==> config.mk <==
export PLATFORM = sky130hd
export DESIGN_NAME = dst_mul
export DESIGN_NICKNAME = d
export VERILOG_FILES = /design/src/hw/rtl/dst_mul.sv
export SDC_FILE = /design/constraint.sdc
export NUM_CORES = 1
export LEC_CHECK = 0
export ABC_AREA = 1
export BUFFER_PORTS_ARGS = -buffer_cell sky130_fd_sc_hd__buf_2
export CAP_MARGIN = 40
export CORE_UTILIZATION = 56
export CTS_BUF_LIST = sky130_fd_sc_hd__clkbuf_4 sky130_fd_sc_hd__clkbuf_8 sky130_fd_sc_hd__clkbuf_16
export DETAILED_ROUTE_END_ITERATION = 10
export GPL_TIMING_DRIVEN = 0
export PLACE_DENSITY = 0.81
export SLEW_MARGIN = 20
export SYNTH_ARGS = -nofsm -noshare
export SYNTH_HDL_FRONTEND = slang
export SYNTH_SLANG_ARGS = --single-unit
==> constraint.sdc <==
create_clock -name clk -period 2.6 [get_ports clk]
set_clock_uncertainty 0.05 [all_clocks]
set_input_delay 0.39 -clock clk [delete_from_list [all_inputs] [get_ports clk]]
set_output_delay 0.39 -clock clk [all_outputs]
set_load 0.05 [all_outputs]
==> src/hw/rtl/dst_mul.sv <==
// Bit-serial signed x unsigned multiplier, one multiplier bit per cycle.
// Uses no package items beyond plain logic.
`default_nettype none
module dst_mul (
  input  wire logic               clk,
  input  wire logic               rst,
  input  wire logic               start,
  input  wire logic signed [32:0] a,
  input  wire logic [31:0]        b,
  output logic                    done,
  output logic signed [64:0]      p
);
  logic signed [32:0] a_q;
  logic signed [33:0] hi;
  logic signed [33:0] hi_sum;
  logic [31:0]        lo;
  logic [4:0]         cnt;
  logic               busy;

  assign hi_sum = lo[0] ? hi + {a_q[32], a_q} : hi;
  assign p = {hi[32:0], lo};

  always_ff @(posedge clk) begin
    if (rst) begin
      busy <= 1'b0;
      done <= 1'b0;
      cnt  <= '0;
    end else begin
      done <= 1'b0;
      if (start) begin
        busy <= 1'b1;
        cnt  <= '0;
      end else if (busy) begin
        cnt <= cnt + 5'd1;
        if (&cnt) begin
          busy <= 1'b0;
          done <= 1'b1;
        end
      end
    end
  end

  always_ff @(posedge clk) begin
    if (start) begin
      a_q <= a;
      hi  <= '0;
      lo  <= b;
    end else if (busy) begin
      hi <= {hi_sum[33], hi_sum[33:1]};
      lo <= {hi_sum[0], lo[31:1]};
    end
  end
endmodule
`default_nettype wire

==> impl_metrics.csv <==
group,metric,value,unit
drt,first_iter_violations,427,
setup_path,regToRegSetupSlack,240,ps
clocking,clkLatencyLatePin,370,ps
timing,fin_crit,2360,ps
die,die_w,110.2,µm
clocking,numCtsBuffers,9,
timing,worst_pin_slew,624.1,ps
synthesis,syn_area,0.006550,mm²
synthesis,yosysWarnings,0,
pwr,total_power,4838,µW
final_layout,diodes,0,
timing,slew_headroom,58.40,%
global_routing,antenna_found_initial,0,
timing,finalMaxSlewViolations,0,
worst_hold_path,min_path_type,"primary input to register",
timing,finalCritPeriodShare,90.77,%
synthesis,synth_edf_count,65,
global_routing,track_usage,29.55,%
global_routing,grt_overflow_total,0,
final_layout,stdcell_count,1196,
status,status,"complete, no violations",
setup_path,worstPathRequired,2810,ps
clocking,ctsHoldBuffers,0,
timing,fmax,423.7,MHz
placed_design,hpwlAfterDp,13.28,mm
setup_path,arrival,2570,ps
final_layout,area_growth,18.19,%
global_routing,grt_first_pass_wirelength,26.96,mm
drt,drc_errors,0,
timing,hold_viol_final,0,
placed_design,place_inst,1179,
drt,via_per_inst,5.084,
clocking,clock_path_buffers,2,
synthesis,synth_cells,902,
setup_path,r2r-start,"hi[0]$_SDFFE_PP0P_",
worst_hold_path,worst_hold_path.num_cells,1,
timing,grt_setup_unrepaired,"no",
clocking,clkSinkCount,105,
final_layout,finalNetCount,1152,
clocking,clkSlewWorstSetupHoldPaths,80,ps
setup_path,crit_path_start_kind,"register",
clocking,cts_resized,0,
drt,wl_per_cell,14.56,µm
drt,drt-pass1-iter-count,5,
setup_path,end_kind,"register",
drt,antenna_left,0,
pwr,power_density,625.0,mW/mm²
global_routing,grt_pass1_vias,5495,
final_layout,drive_gt1_share,19.66,%
synthesis,syn_nets,1006,
synthesis,synth_flop_cell,"edfxtp_1",
clocking,cts-root-buf,"clkbuf_16",
worst_hold_path,hold_start,"a[14]",
placed_design,portBuffers,133,
setup_path,critPathKind,"register to register",
job,drv_cap,0,
drt,wirelength,17.41,mm
die,die_h,110.2,µm
synthesis,synth_seq_cells,105,
setup_path,critPathLaunch,"hi[0]$_SDFFE_PP0P_",
setup_path,worstPathMaxFanout,4,
global_routing,grt_max_degree,35,
final_layout,final_util,67.80,%
clocking,post_cts_buffers,0,
synthesis,post_synth_num_cell_types,37,
clocking,cts_tree,"built",
die,io_pins,134,
die,initial_core_util,57.36,%
synthesis,syn_avg_cell_area,7.262,µm²
timing,setup_viol,0,
pwr,peakVddDrop,0.6843,mV
synthesis,synthArstFlopShare,0,%
drt,vias,6080,
clocking,cts_max_level,3,
pwr,p_leak,0.004114,µW
die,rows,39,
die,core_area,0.01142,mm²
synthesis,yosysSeqAreaShare,42.02,%
setup_path,r2r_cells,15,
placed_design,gp_congestion,0.9646,
die,fp.dieArea,0.01213,mm²
-- per-layer routing --
layer,GRT usage (%),routed length [µm],vias to the layer above
li1,-,-,3136
met1,38.00,7606,2707
met2,50.71,8486,216
met3,5.409,1038,21
met4,8.553,279,0
met5,0,0,-
-- worst max-delay path, cell delays in order, from the launching register on --
cell and delay [ps]:
dfxtp_2 390, ha_1 240, inv_1 70, fa_1 400, inv_1 110, nand3_1 90
nand3_2 130, nand2_1 70, nand2_1 110, nand2_1 80, nand2_2 140, nand2_2 90
nand3_1 90, nand3_1 80, nand2_1 60, nand2_1 40
-- kinds of logic (layout without fill, tap and decap cells) --
logic type | Yosys count | in the layout | synth area share, %
compound gates | 92 | 92 | 7.698
xor+xnor | 15 | 15 | 2.006
fa+ha+maj | 36 | 36 | 6.991
buf+inv | 154 | 305 | 8.978
flops | 105 | 105 | 42.02
simple gates | 500 | 500 | 32.30
-- cell usage after synthesis (2+ instances only) --
cell / instances / area share [%]
inv_2: 5 / 0.29
xnor2_1: 2 / 0.27
inv_1: 128 / 7.3
nor2_1: 70 / 4.0
a21oi_1: 41 / 3.1
o21ai_0: 27 / 2.1
buf_2: 5 / 0.38
nand2_1: 333 / 19
nand3_2: 4 / 0.61
nor4_2: 2 / 0.38
nand2_2: 23 / 2.2
o22ai_1: 8 / 0.76
nor3_2: 4 / 0.61
o21ai_1: 4 / 0.31
nor2_2: 8 / 0.76
nand3_1: 45 / 3.4
nor3_1: 4 / 0.31
o21bai_1: 6 / 0.69
edfxtp_1: 65 / 30
xor2_1: 13 / 1.7
dfxtp_1: 40 / 12
clkbuf_1: 14 / 0.80
ha_1: 35 / 6.7
and2_1: 3 / 0.29
-- flip-flops by register name, indices dropped and copies added (netlist names) --
| signal | count |
|---|---|
| a_q | 33 |
| busy | 1 |
| cnt | 5 |
| done | 1 |
| hi | 33 |
| lo | 32 |
-- cell usage in the layout (no fill, tap or decap), types with 9 or more instances in the layout --
cell type,n
dfxtp_1,39
nand3_1,45
edfxtp_1,65
nand2_1,333
a21oi_1,41
buf_2,138
inv_1,128
nand2_2,23
xor2_1,13
nor2_1,70
clkbuf_1,14
clkbuf_16,9
o21ai_0,27
ha_1,35
-- layout make-up --
type | count | area (µm²)
plain buffers | 20 | 85.08
fillers | 1021 | 3677
repair buffers | 135 | 713.2
well taps | 143 | 178.9
clock inverters | 7 | 72.57
clock buffers | 9 | 225.2
inverters | 134 | 503.0
flip-flops and latches | 105 | 2754
multi-input cells | 643 | 3209
-- final timing paths --
check,endpoint
worst max-delay path,hi[29]$_SDFFE_PP0P_
worst min-delay path,a_q[14]$_DFFE_PP_
worst max register to register,hi[29]$_SDFFE_PP0P_
worst min register to register,hi[30]$_SDFFE_PP0P_
-- report_power, final --
group          switching [µW]  total (µW)  internal (µW)
Clock                     692        1370            682
Sequential               85.9        2010           1930
Combinational            1040        1450            412
-- per-stage QoR --
stage                     setup slack [ps]  hold slack [ps]  area (µm²)  setup TNS (ps)
after floorplan                      285.5            391.9        6550               0
final                                239.9            140.2        7741               0
after CTS                            172.0            135.4        7712               0
after global placement              -518.4            405.6        7395          -20360
after detailed placement            -229.3            419.3        7415           -7555
after global routing                 63.64            136.2        7741               0
Power figures use the tool's default switching activity.
