## src/hw/rtl/dst_pkg.sv

```systemverilog
// Shared types, request codes and fixed-point helpers for the spring table.
// No dependencies; dst_recip, the table module and the bench import this package.
`default_nettype none
package dst_pkg;

  localparam int WORD_W = 32;
  localparam int THR_W  = 31;
  localparam int DT_W   = 16;
  localparam int DT_BITS = 16;
  localparam int CFG_IDX_W = 1;

  localparam logic [2:0] REQ_TICK    = 3'd0;
  localparam logic [2:0] REQ_CREATE  = 3'd1;
  localparam logic [2:0] REQ_SET_TGT = 3'd2;
  localparam logic [2:0] REQ_SET_VAL = 3'd3;
  localparam logic [2:0] REQ_SET_PAR = 3'd4;
  localparam logic [2:0] REQ_REMOVE  = 3'd5;
  localparam logic [2:0] REQ_QUERY   = 3'd6;
  localparam logic [2:0] REQ_NONE    = 3'd7;

  localparam logic [CFG_IDX_W-1:0] REG_POS_THR = 1'd0;
  localparam logic [CFG_IDX_W-1:0] REG_VEL_THR = 1'd1;

  localparam logic [THR_W-1:0] THR_RESET = 31'd655;

  typedef struct packed {
    logic [2:0]         req_type;
    logic [3:0]         slot;
    logic signed [31:0] operand_value;
    logic [31:0]        stiffness_in;
    logic [31:0]        damping_in;
    logic [31:0]        mass_in;
    logic [15:0]        time_step;
  } req_t;

  typedef struct packed {
    logic signed [31:0] value_out;
    logic signed [31:0] velocity_out;
    logic signed [31:0] target_out;
    logic               settled;
    logic               slot_present;
    logic               error_flag;
  } rsp_t;

  typedef struct packed {
    logic signed [31:0] value;
    logic signed [31:0] target;
    logic signed [31:0] velocity;
    logic [31:0]        stiffness;
    logic [31:0]        damping;
    logic [31:0]        inv_mass;
  } spring_t;

  typedef struct packed {
    logic               sat;
    logic signed [31:0] v;
  } sat_t;

  // clamp a wide signed value to a signed word, flag when clamped
  function automatic sat_t sat_word(input logic signed [65:0] x);
    sat_t r;
    if ((&x[65:31]) || !(|x[65:31])) begin
      r.sat = 1'b0;
      r.v   = x[31:0];
    end else begin
      r.sat = 1'b1;
      r.v   = x[65] ? 32'sh8000_0000 : 32'sh7FFF_FFFF;
    end
    return r;
  endfunction

  // both |value - target| and |velocity| strictly under their bounds
  function automatic logic is_settled(input logic signed [31:0] val,
                                      input logic signed [31:0] tgt,
                                      input logic signed [31:0] vel,
                                      input logic [THR_W-1:0] pth,
                                      input logic [THR_W-1:0] vth);
    logic signed [32:0] d;
    logic [32:0] ad;
    logic [32:0] av;
    d  = {val[31], val} - {tgt[31], tgt};
    ad = d[32] ? 33'(-d) : 33'(d);
    av = vel[31] ? 33'(-{vel[31], vel}) : {1'b0, vel};
    return (ad < {2'b00, pth}) && (av < {2'b00, vth});
  endfunction

endpackage
`default_nettype wire

```

## src/hw/rtl/dst_recip.sv

```systemverilog
// Restoring divider: 2^(2*FRAC_BITS) / mass, one quotient bit per cycle.
// Imports dst_pkg, though it uses none of its items.
`default_nettype none
module dst_recip #(
  parameter int FRAC_BITS = 16
) (
  input  wire logic        clk,
  input  wire logic        rst,
  input  wire logic        start,
  input  wire logic [31:0] mass,
  output logic             done,
  output logic             zero_mass,
  output logic [31:0]      inv
);
  import dst_pkg::*;

  localparam int DW  = 2 * FRAC_BITS + 1;
  localparam int CW  = $clog2(DW + 1);

  logic [31:0]   m;
  logic [31:0]   rem;
  logic [DW-1:0] dvd;
  logic [DW-1:0] q;
  logic [CW-1:0] cnt;
  logic          busy;
  logic [32:0]   trial;
  logic          ge;
  logic [63:0]   q64;

  assign trial = {rem, dvd[DW-1]};
  assign ge    = trial >= {1'b0, m};
  assign q64   = 64'(q);
  assign inv   = (|q64[63:32]) ? 32'hFFFF_FFFF : q64[31:0];

  always_ff @(posedge clk) begin
    if (rst) begin
      busy <= 1'b0;
      done <= 1'b0;
      cnt  <= '0;
    end else begin
      done <= 1'b0;
      if (start) begin
        busy <= 1'b1;
        cnt  <= '0;
      end else if (busy) begin
        cnt <= cnt + CW'(1);
        if (cnt == CW'(DW - 1)) begin
          busy <= 1'b0;
          done <= 1'b1;
        end
      end
    end
  end

  always_ff @(posedge clk) begin
    if (start) begin
      zero_mass <= (mass == '0);
      m   <= (mass == '0) ? (32'd1 << FRAC_BITS) : mass;
      rem <= '0;
      dvd <= DW'(1) << (2 * FRAC_BITS);
      q   <= '0;
    end else if (busy) begin
      rem <= ge ? 32'(trial - {1'b0, m}) : trial[31:0];
      dvd <= dvd << 1;
      q   <= {q[DW-2:0], ge};
    end
  end
endmodule
`default_nettype wire

```

## config.mk

```make
export PLATFORM = sky130hd
export DESIGN_NAME = dst_recip
export DESIGN_NICKNAME = d
export VERILOG_FILES = /design/src/hw/rtl/dst_pkg.sv /design/src/hw/rtl/dst_recip.sv
export SDC_FILE = /design/constraint.sdc
export NUM_CORES = 1
export LEC_CHECK = 0
export ABC_CLOCK_PERIOD_IN_PS = 2600
export BUFFER_PORTS_ARGS = -buffer_cell sky130_fd_sc_hd__buf_4
export CAP_MARGIN = 0
export CORE_MARGIN = 2
export CORE_UTILIZATION = 25
export DETAILED_ROUTE_END_ITERATION = 6
export GPL_TIMING_DRIVEN = 0
export SYNTH_ARGS = -nofsm -noshare
export SYNTH_HDL_FRONTEND = slang
export SYNTH_SLANG_ARGS = --single-unit
export TNS_END_PERCENT = 20
```

## constraint.sdc

```tcl
create_clock -name clk -period 2.6 [get_ports clk]
set_input_delay 0.26 -clock clk [delete_from_list [all_inputs] [get_ports clk]]
set_output_delay 0.26 -clock clk [all_outputs]
set_load 0.01 [all_outputs]
```

==> key figures <==
Status
  – Outcome: finished, violations left
  – Failing checks: setup timing

Run
  – Max cap viols: 0

Routing
  – Drt pass-1 iters: 5
  – Met3 wire len: 818 µm
  – WL final: 17300 µm
  – Vias: 5460
  – Met2 wire len: 8200 µm
  – DRT antenna net count: 0
  – DRC viols: 0
  – Per-cell routed wire length: 15.0 µm
  – Top layer in use: met4
  – WL met1: 7680 µm
  – Starting DRC count in detailed routing: 313
  – Vias/cell: 4.74

Global route
  – Initial antenna violation count: 0
  – Vias in the first global route: 5067
  – Largest net degree at the start of global routing: 39
  – First-pass GRT wire length: 25900 µm
  – Grt ovf: 0
  – GRT Total Usage: 0.126

Clock tree
  – Clock buffer depth: 2
  – Clk sinks: 107
  – CTS tree: built
  – CTS Root Cell: clkbuf_16
  – Clock Latency Late Sink: 0.37 ns
  – H-tree depth: 3
  – CTS buffer count: 9
  – Reg clk slew, reported paths: 0.09 ns

Timing
  – Clock Skew: 0.0160 ns
  – # setup viols final: 29
  – Final hold slack: 0.0526 ns
  – Slew Limit Fails: 0
  – Final worst path period share: 1.08
  – Minimum clock period: 2.80 ns
  – Slew HR: 0.450
  – Post-route setup slack: -0.197 ns
  – Post-Route Setup TNS: -3.40 ns
  – Max Clock Freq: 358 MHz
  – Worst-Margin Slew: 0.825 ns
  – RSZ-0062 raised after global routing: true
  – Hold Vio Cnt, Final: 0

Yosys
  – Synth top area cells: dfxtp_1 (24%), edfxtp_1 (16%), ha_1 (6.9%), mux2i_1 (6.3%), nor2_1 (5.3%)
  – Commonest cells in the netlist: nor2_1 (87), dfxtp_1 (74), nand2_1 (70)
  – Flop and latch count out of synthesis: 107
  – Synth area leader: dfxtp_1
  – Synth top area share: 0.239
  – Netlist cell types: 61
  – Cell with the most instances after synthesis: nor2_1
  – Mapped Cells: 716
  – Post-synth EDFFs: 33
  – Post-synth top flop: dfxtp_1
  – YS warnings: 0
  – Post-synth net total: 786
  – Post-Syn Area: 6210 µm²
  – Post-synth ARST share: 0
  – Syn avg cell area: 8.67 µm²
  – Sequential share of the synthesized area: 0.398

Cells and area
  – N_diodes: 0
  – Total Nets Final: 892
  – Share of cells above drive strength 1: 0.287
  – Area grow syn2layout: 33.3%

Critical path
  – Crit path cell chain: ha_1 -> buf_6 -> nand4_1 -> or3_4 -> or3_4 -> o31ai_4 -> a41oi_2 -> nand2_4 -> buf_12 -> clkbuf_16 -> nand2_1 -> a311oi_1
  – WS Path Type: register to register
  – Highest fanout seen on the critical path: 6
  – CP most frequent cell: or3_4
  – Crit path DAT: 3.06 ns
  – Max stage delay cell, worst path: or3_4
  – Worst Path Buf+Inv: 3
  – Delay-heaviest family, CP: simple AND/OR/NAND/NOR gates
  – R2r setup slk: -0.20 ns
  – CP required: 2.86 ns
  – CP max stage delay: 0.37 ns
  – Crit start category: register
  – CP Capture Type: register

Hold path
  – Type of the tightest min-delay check: primary input to register

Pwr
  – Cell leakage power: 3.37 nW
  – Clock share of power: 0.299
  – Comb pwr share: 0.313
  – Sw frac: 0.340
  – Peak VDD IR: 0.302 mV
  – Power per cell area: 589 nW/µm²
  – Internal: 0.00322 W
  – Switch Pwr: 0.00165 W
  – Sequential share of power: 0.388

Floorplan
  – Core area: 24300 µm²
  – Die X: 162 µm
  – Die ar.: 26100 µm²
  – Die height: 162 µm
  – Num ports: 69
  – Initial Utilization: 0.255
  – Row count: 57

Placed design
  – # port buffers: 68
  – GP Congestion: 0.905
  – Hpwl dp: 11700 µm
[timing repair]
action                                  in CTS  in global routing
buffers inserted                            16                 11
endpoints found under the hold margin        0                  0
hold buffers                                 0                  0
gates resized for setup                     43                 60
endpoints found under the setup margin      33                 33
pin swaps                                   22                 36
gates cloned                                 0                  4
[metal layers]
| metal | track usage | up-vias |
|---|---|---|
| met3 | 0.0205 | 41 |
| met4 | 0.0548 | 0 |
| met2 | 0.212 | 152 |
| met5 | 0 | - |
| met1 | 0.160 | 2558 |
| li1 | - | 2709 |
[cells in the final DEF (no fill, tap or decap), drive strengths merged, types with 4 or more instances in the layout]
master	synthesis	final
a21o	9	9
nor2	87	87
buf	16	110
nor4	10	10
dfxtp	74	74
or3	6	6
mux2i	39	39
or2	35	35
ha	34	34
o21a	9	9
nand2	71	71
clkbuf	54	64
a21oi	30	30
a311oi	20	20
xor2	15	15
edfxtp	33	33
o211ai	4	4
nor3	11	11
inv	41	45
a31oi	4	4
nand4	11	11
nand2b	5	5
nand3	10	10
o21ai	21	21
a211oi	11	11
o31ai	6	6
xnor2	14	14
[flip-flops by register name, indices dropped and copies added (netlist names)]
signal	flops
q	33
m	32
rem	32
cnt	6
busy	1
done	1
dvd	1
zero_mass	1
[metrics by stage]
| stage | cells | power (W) | util | setup WS [ns] | cell area (µm²) |
|---|---|---|---|---|---|
| after floorplan | 716 | 0.00273 | - | -0.152 | 6250 |
| after global placement | 1108 | 0.00303 | 0.295 | -0.484 | 7160 |
| after detailed placement | 1108 | 0.00304 | 0.295 | -0.552 | 7160 |
| after CTS | 1138 | 0.00464 | 0.321 | -0.243 | 7790 |
| after global routing | 1151 | 0.00509 | 0.340 | -0.300 | 8280 |
| final | 1151 | 0.00487 | 0.340 | -0.197 | 8280 |
[path summary, 6_finish.rpt]
| kind | from | endpoint | cells after the start |
|---|---|---|---|
| worst max-delay path | rem[13] | rem[25] | 12 |
| worst min register to register | dvd[32] | dvd[32] | 1 |
| worst min-delay path | rst | busy | 2 |
| worst max register to register | rem[13] | rem[25] | 12 |
[cell type report]
class                   instances  area [µm²]
inverters                      41         154
fillers                      2477       16000
clock inverters                 7        88.8
flip-flops and latches        107        2470
clock buffers                   9         225
multi-input cells             498        3770
plain buffers                  66         334
well taps                     324         405
repair buffers                 99         825
[cells by family (layout without fill, tap and decap cells)]
| family | count (synthesis) | after routing | synth area share |
|---|---|---|---|
| mux | 39 | 39 | 0.0629 |
| buf+inv | 111 | 222 | 0.0725 |
| simple gates | 260 | 260 | 0.198 |
| xor+xnor | 29 | 29 | 0.0409 |
| compound gates | 135 | 135 | 0.156 |
| fa+ha+maj | 35 | 35 | 0.0717 |
| flops | 107 | 107 | 0.398 |
[power groups by stage]
stage               combinational [W]  sequential (W)  clock [W]
CTS                           0.00127         0.00188    0.00149
global placement              0.00112         0.00191          0
global route                  0.00164         0.00190    0.00155
detailed placement            0.00112         0.00192          0
finish                        0.00152         0.00189    0.00146
floorplan                    0.000833         0.00190          0
Power figures use the tool's default switching activity.
